[config.mk]
export PLATFORM = sky130hd
export DESIGN_NAME = tre_ctrl
export DESIGN_NICKNAME = d
export VERILOG_FILES = /design/src/hw/rtl/tre_pkg.sv /design/src/hw/rtl/tre_ctrl.sv
export SDC_FILE = /design/constraint.sdc
export NUM_CORES = 1
export LEC_CHECK = 0
export BUFFER_PORTS_ARGS = -buffer_cell sky130_fd_sc_hd__buf_4
export CAP_MARGIN = 10
export CORE_MARGIN = 2
export CORE_UTILIZATION = 30
export CTS_BUF_LIST = sky130_fd_sc_hd__clkbuf_8 sky130_fd_sc_hd__clkbuf_16
export CTS_CLUSTER_DIAMETER = 40
export DETAILED_ROUTE_END_ITERATION = 6
export GPL_TIMING_DRIVEN = 0
export HOLD_SLACK_MARGIN = 0.06
export PLACE_DENSITY = 0.57
export SETUP_SLACK_MARGIN = 0.02
export SYNTH_ARGS = -nofsm -noshare
export SYNTH_HDL_FRONTEND = slang
export SYNTH_SLANG_ARGS = --single-unit
[constraint.sdc]
create_clock -name clk_i -period 1.8 [get_ports clk_i]
set_input_delay 0.18 -clock clk_i [delete_from_list [all_inputs] [get_ports clk_i]]
set_output_delay 0.18 -clock clk_i [all_outputs]
set_load 0.03 [all_outputs]
[src/hw/rtl/tre_pkg.sv]
// Shared types and constants for the trend ratio evaluator.
// Holds the controller states, datapath operation codes and the command and status structs.
// No dependencies.
package tre_pkg;

  localparam int unsigned DivSteps  = 72;
  localparam int unsigned SqrtSteps = 32;
  localparam int unsigned MulSteps  = 32;
  localparam int unsigned StepCntW  = 7;

  localparam logic [47:0] BaseReset = 48'd2560000000;
  localparam logic [63:0] TopBit    = 64'h8000_0000_0000_0000;
  localparam logic [63:0] PosCap    = 64'h7FFF_FFFF_FFFF_FFFF;

  typedef enum logic [3:0] {
    ST_IDLE, ST_SLOPE_LOAD, ST_SLOPE_DIV, ST_SLOPE_FIN, ST_RES_INIT, ST_RES_RD, ST_RES_MUL,
    ST_RES_ERR, ST_RES_SQ, ST_RES_ACC, ST_MEAN_DIV, ST_SQRT, ST_TREND_SEL, ST_TREND_MUL,
    ST_TREND_DIV, ST_EMIT
  } state_e;

  typedef enum logic [4:0] {
    OP_NONE, OP_TAKE, OP_SLOPE_LOAD, OP_DIV_STEP, OP_SLOPE_FIN, OP_RES_INIT, OP_RES_RD,
    OP_RES_MUL, OP_RES_ERR, OP_RES_SQ, OP_RES_ACC, OP_MEAN_LOAD, OP_SQRT_LOAD, OP_SQRT_STEP,
    OP_MUL_LOAD, OP_MUL_STEP, OP_TDIV_LOAD, OP_EMIT
  } op_e;

  typedef struct packed {
    op_e op;
  } cmd_t;

  typedef struct packed {
    logic slope_skip;
    logic idx_last;
    logic risk_zero;
    logic neg;
  } sts_t;

endpackage

[src/hw/rtl/tre_ctrl.sv]
// Sequencing state machine for the trend ratio evaluator.
// Depends on tre_pkg; drives tre_dp through cmd_t and reads sts_t.
module tre_ctrl import tre_pkg::*; (
  input  logic clk_i,
  input  logic rst_ni,
  input  logic start,
  input  logic last_day_i,
  input  sts_t sts_i,
  output cmd_t cmd_o,
  output logic busy
);

  state_e state_q, state_d;
  logic [StepCntW-1:0] cnt_q, cnt_d;

  always_ff @(posedge clk_i or negedge rst_ni) begin
    if (!rst_ni) begin
      state_q <= ST_IDLE;
      cnt_q   <= '0;
    end else begin
      state_q <= state_d;
      cnt_q   <= cnt_d;
    end
  end

  always_comb begin
    state_d   = state_q;
    cnt_d     = cnt_q + StepCntW'(1);
    cmd_o.op  = OP_NONE;
    unique case (state_q)
      ST_IDLE: begin
        cnt_d = '0;
        if (start) begin
          cmd_o.op = OP_TAKE;
          if (last_day_i) state_d = ST_SLOPE_LOAD;
        end
      end
      ST_SLOPE_LOAD: begin
        cmd_o.op = OP_SLOPE_LOAD;
        cnt_d    = '0;
        state_d  = sts_i.slope_skip ? ST_RES_INIT : ST_SLOPE_DIV;
      end
      ST_SLOPE_DIV: begin
        cmd_o.op = OP_DIV_STEP;
        if (cnt_q == StepCntW'(DivSteps - 1)) state_d = ST_SLOPE_FIN;
      end
      ST_SLOPE_FIN: begin
        cmd_o.op = OP_SLOPE_FIN;
        state_d  = ST_RES_INIT;
      end
      ST_RES_INIT: begin
        cmd_o.op = OP_RES_INIT;
        state_d  = ST_RES_RD;
      end
      ST_RES_RD: begin
        cmd_o.op = OP_RES_RD;
        state_d  = ST_RES_MUL;
      end
      ST_RES_MUL: begin
        cmd_o.op = OP_RES_MUL;
        state_d  = ST_RES_ERR;
      end
      ST_RES_ERR: begin
        cmd_o.op = OP_RES_ERR;
        state_d  = ST_RES_SQ;
      end
      ST_RES_SQ: begin
        cmd_o.op = OP_RES_SQ;
        state_d  = ST_RES_ACC;
      end
      ST_RES_ACC: begin
        cmd_o.op = OP_RES_ACC;
        cnt_d    = '0;
        state_d  = sts_i.idx_last ? ST_MEAN_DIV : ST_RES_RD;
        // The mean division loads in its first cycle, once the last square is in the sum.
      end
      ST_MEAN_DIV: begin
        if (cnt_q == '0) begin
          cmd_o.op = OP_MEAN_LOAD;
        end else begin
          cmd_o.op = OP_DIV_STEP;
          if (cnt_q == StepCntW'(DivSteps)) state_d = ST_SQRT;
        end
      end
      ST_SQRT: begin
        if (cnt_q == StepCntW'(DivSteps + 1)) begin
          cmd_o.op = OP_SQRT_LOAD;
          cnt_d    = '0;
        end else begin
          cmd_o.op = OP_SQRT_STEP;
          if (cnt_q == StepCntW'(SqrtSteps - 1)) state_d = ST_TREND_SEL;
        end
      end
      ST_TREND_SEL: begin
        cnt_d = '0;
        if (sts_i.risk_zero) begin
          state_d = ST_EMIT;
        end else if (sts_i.neg) begin
          cmd_o.op = OP_MUL_LOAD;
          state_d  = ST_TREND_MUL;
        end else begin
          cmd_o.op = OP_TDIV_LOAD;
          state_d  = ST_TREND_DIV;
        end
      end
      ST_TREND_MUL: begin
        cmd_o.op = OP_MUL_STEP;
        if (cnt_q == StepCntW'(MulSteps - 1)) state_d = ST_EMIT;
      end
      ST_TREND_DIV: begin
        cmd_o.op = OP_DIV_STEP;
        if (cnt_q == StepCntW'(DivSteps - 1)) state_d = ST_EMIT;
      end
      ST_EMIT: begin
        cmd_o.op = OP_EMIT;
        state_d  = ST_IDLE;
      end
      default: state_d = ST_IDLE;
    endcase
  end

  assign busy = (state_q != ST_IDLE);

endmodule

==> impl_metrics.json <==
{
  "antenna_found_initial": 0,
  "grt_remaining_overflow": 0,
  "nets": 151,
  "hp-class": "in -> async",
  "cts.sinks": 11,
  "initial_core_util_pct": 30.6,
  "async_reset_ff_share_pct": 100,
  "yosys.area.top_type": "dfrtp_1",
  "top_layer": "met4",
  "grt_pass1_vias": 884,
  "timing.rr.start": "cnt_q[0]$_DFF_PN0_",
  "critPathLaunch": "cnt_q[1]$_DFF_PN0_",
  "reg2reg_to": "state_q[1]$_DFFE_PN0P_",
  "violations": "negative setup slack",
  "period_share_pct": 121,
  "synth.cells.most_frequent": "12 x nor2_1, 11 x dfrtp_1, 9 x inv_1",
  "cp-end-kind": "output port",
  "yosysUniqueCellTypes": 41,
  "ys_seq_elements": 11,
  "peakVddDrop_v": 0.000663,
  "maxCapViolCount": 0,
  "wl_met1_mm": 1.11,
  "synth_nets": 121,
  "timing.hold.ws_ns": 0.302,
  "clockBufferDepth": 2,
  "status": "finished, violations left",
  "cp-start-kind": "register",
  "drive_gt1_share_pct": 40.3,
  "setup_viol": 2,
  "power.static_leakage_nw": 0.525,
  "cp-endpoint": "cmd_o[3]",
  "met2WireLength_mm": 1.22,
  "portBuffers": 13,
  "maxSlewHeadroom_pct": 65.5,
  "numCtsBuffers": 3,
  "grt_max_degree": 12,
  "synth.cell_area_um2": 912,
  "synth_cells": 110,
  "fin_skew_ns": 0.00172,
  "clk-insertion-delay-late_ns": 0.24,
  "reg2regPathDepth": 6,
  "clock-root-buffer": "clkbuf_8",
  "die_h_um": 59.1,
  "dieArea_um2": 3500,
  "ys_warn_count": 0,
  "path_buf_inv": 2,
  "fmax_mhz": 458,
  "wl_met3_um": 128,
  "synth-edff-count": 0,
  "core_um2": 2980,
  "synthToLayoutAreaGrowth_pct": 40.9,
  "num_rows": 20,
  "criticalPathCategory": "reg -> out",
  "synth_ff_type": "dfrtp_1",
  "ys_seq_area_share_pct": 30.2,
  "antennaDiodeCount": 0,
  "cts-htree-levels": 1,
  "rsz0062_at_grt": "yes",
  "crit_family": "simple AND/OR/NAND/NOR gates",
  "worst-path-stages": 7,
  "slew_viol_final": 0,
  "drt_wl_total_mm": 2.47,
  "fin_crit_ns": 2.19,
  "ios": 14,
  "hold_violations": 0,
  "synth_area_leaders": "dfrtp_1 30%, nor2_1 4.9%, ha_1 4.1%, xnor2_1 3.8%, inv_1 3.7%",
  "vias": 937,
  "yosysTopAreaCellShare_pct": 30.2,
  "drc": 0,
  "rrSetupSlack_ns": -0.07,
  "place_ws_ns": -0.186,
  "grt_pass1_wl_mm": 4.20,
  "worst_pin_slew_ns": 0.509,
  "yosysMostFrequentCell": "nor2_1",
  "cpPeakStageDelay_ns": 0.48,
  "avgRoutedWirePerCell_um": 14.4,
  "finalPower_mw": 2.40,
  "power_density_nw_per_um2": 1860,
  "die_x_um": 59.1,
  "crit_slowest_cell": "or4b_4",
  "postRouteAntennaNets": 0,
  "grt_use_total_pct": 15.7,
  "avgSynthCellArea_um2": 8.29,
  "critPathMaxFanout": 2,
  "drt_iter0_drc": 49,
  "required_ns": 1.62,
  "hpwl_mm": 1.70,
  "timing.final.ws_setup_ns": -0.385,
  "crit_chain": "inv_2 -> ha_4 -> or4b_4 -> nor3_4 -> o21ai_2 -> a221oi_2 -> buf_4",
  "cts_tree": "done",
  "path_clk_slew_ns": 0.05,
  "cp_data_arrival_time_ns": 2.01,
  "gp_congestion": 0.799,
  "drtPass1Iterations": 4,
  "vias_per_cell": 5.45
}
==> worst min path at each step <==
stage                start                 end  cells past startpoint
finish              rst_ni  cnt_q[4]$_DFF_PN0_                      2
global route        rst_ni  cnt_q[3]$_DFF_PN0_                      2
CTS                 rst_ni  cnt_q[4]$_DFF_PN0_                      2
detailed placement  rst_ni  cnt_q[3]$_DFF_PN0_                      1
global placement    rst_ni  cnt_q[3]$_DFF_PN0_                      1
floorplan           rst_ni  cnt_q[0]$_DFF_PN0_                      0
==> layout by cell type (no fill, tap or decap), types with 2 or more instances in the layout <==
cell	Yosys	routed
nor3_4	0	2
a32oi_1	2	2
nor3_2	2	2
inv_2	0	2
o21ai_1	1	2
clkbuf_8	0	3
nand2_1	7	5
buf_6	0	3
dfrtp_2	0	4
buf_4	0	25
o311ai_0	2	2
inv_1	9	8
nor2b_1	4	4
xnor2_1	4	4
o21ai_0	6	4
o2bb2ai_1	2	2
clkbuf_2	0	2
ha_1	3	2
dfrtp_1	11	7
xor2_1	3	3
nor2_1	12	12
nand2_2	0	2
nand3_1	5	5
a21oi_1	6	6
==> sequential cells by signal (all words and copies together) (netlist names) <==
register,count
cnt_q,7
state_q,4
==> timing repair <==
item,CTS,global route
endpoints found under the setup margin,7,15
pin swaps,3,7
resized for setup,11,18
endpoints found under the hold margin,11,0
buffers inserted,4,8
hold buffers,1,0
==> stage by stage <==
step | util, % | std cells | setup TNS [ns] | cell area [um2]
2_1_floorplan | - | 110 | -0.179 | 923
3_3_place_gp | 35.7 | 156 | -0.183 | 1060
3_5_place_dp | 35.7 | 156 | -0.245 | 1060
4_1_cts | 39.3 | 164 | -0.492 | 1170
5_1_grt | 43.2 | 172 | -0.799 | 1280
6_report | 43.2 | 172 | -0.460 | 1280
==> layer usage <==
| layer | track usage (%) | vias up |
|---|---|---|
| met2 | 25.6 | 31 |
| met4 | 4.87 | 0 |
| li1 | - | 465 |
| met1 | 21.2 | 439 |
| met5 | 0 | - |
| met3 | 2.62 | 2 |
==> cells by family after synthesis <==
| logic type | share of synthesized area (%) |
|---|---|
| flops | 30.2 |
| simple gates | 23.9 |
| compound gates | 28.1 |
| fa+ha+maj | 4.12 |
| buf+inv | 6.99 |
| xor+xnor | 6.72 |
==> power breakdown <==
part	internal [mW]	leakage, nW	switching, mW
logic	0.766	0.364	0.921
clock network	0.150	0.0269	0.0908
registers	0.343	0.134	0.124
==> area by class of cell <==
cell class	count	area, um2
Buffer	6	48.8
Clock buffer	3	41.3
Clock inverter	1	3.75
Fill cell	300	1690
Inverter	9	33.8
Multi-Input combinational cell	83	638
Sequential cell	11	280
Tap cell	33	41.3
Timing Repair Buffer	26	198
No activity file was read; power rests on OpenSTA's default activity.
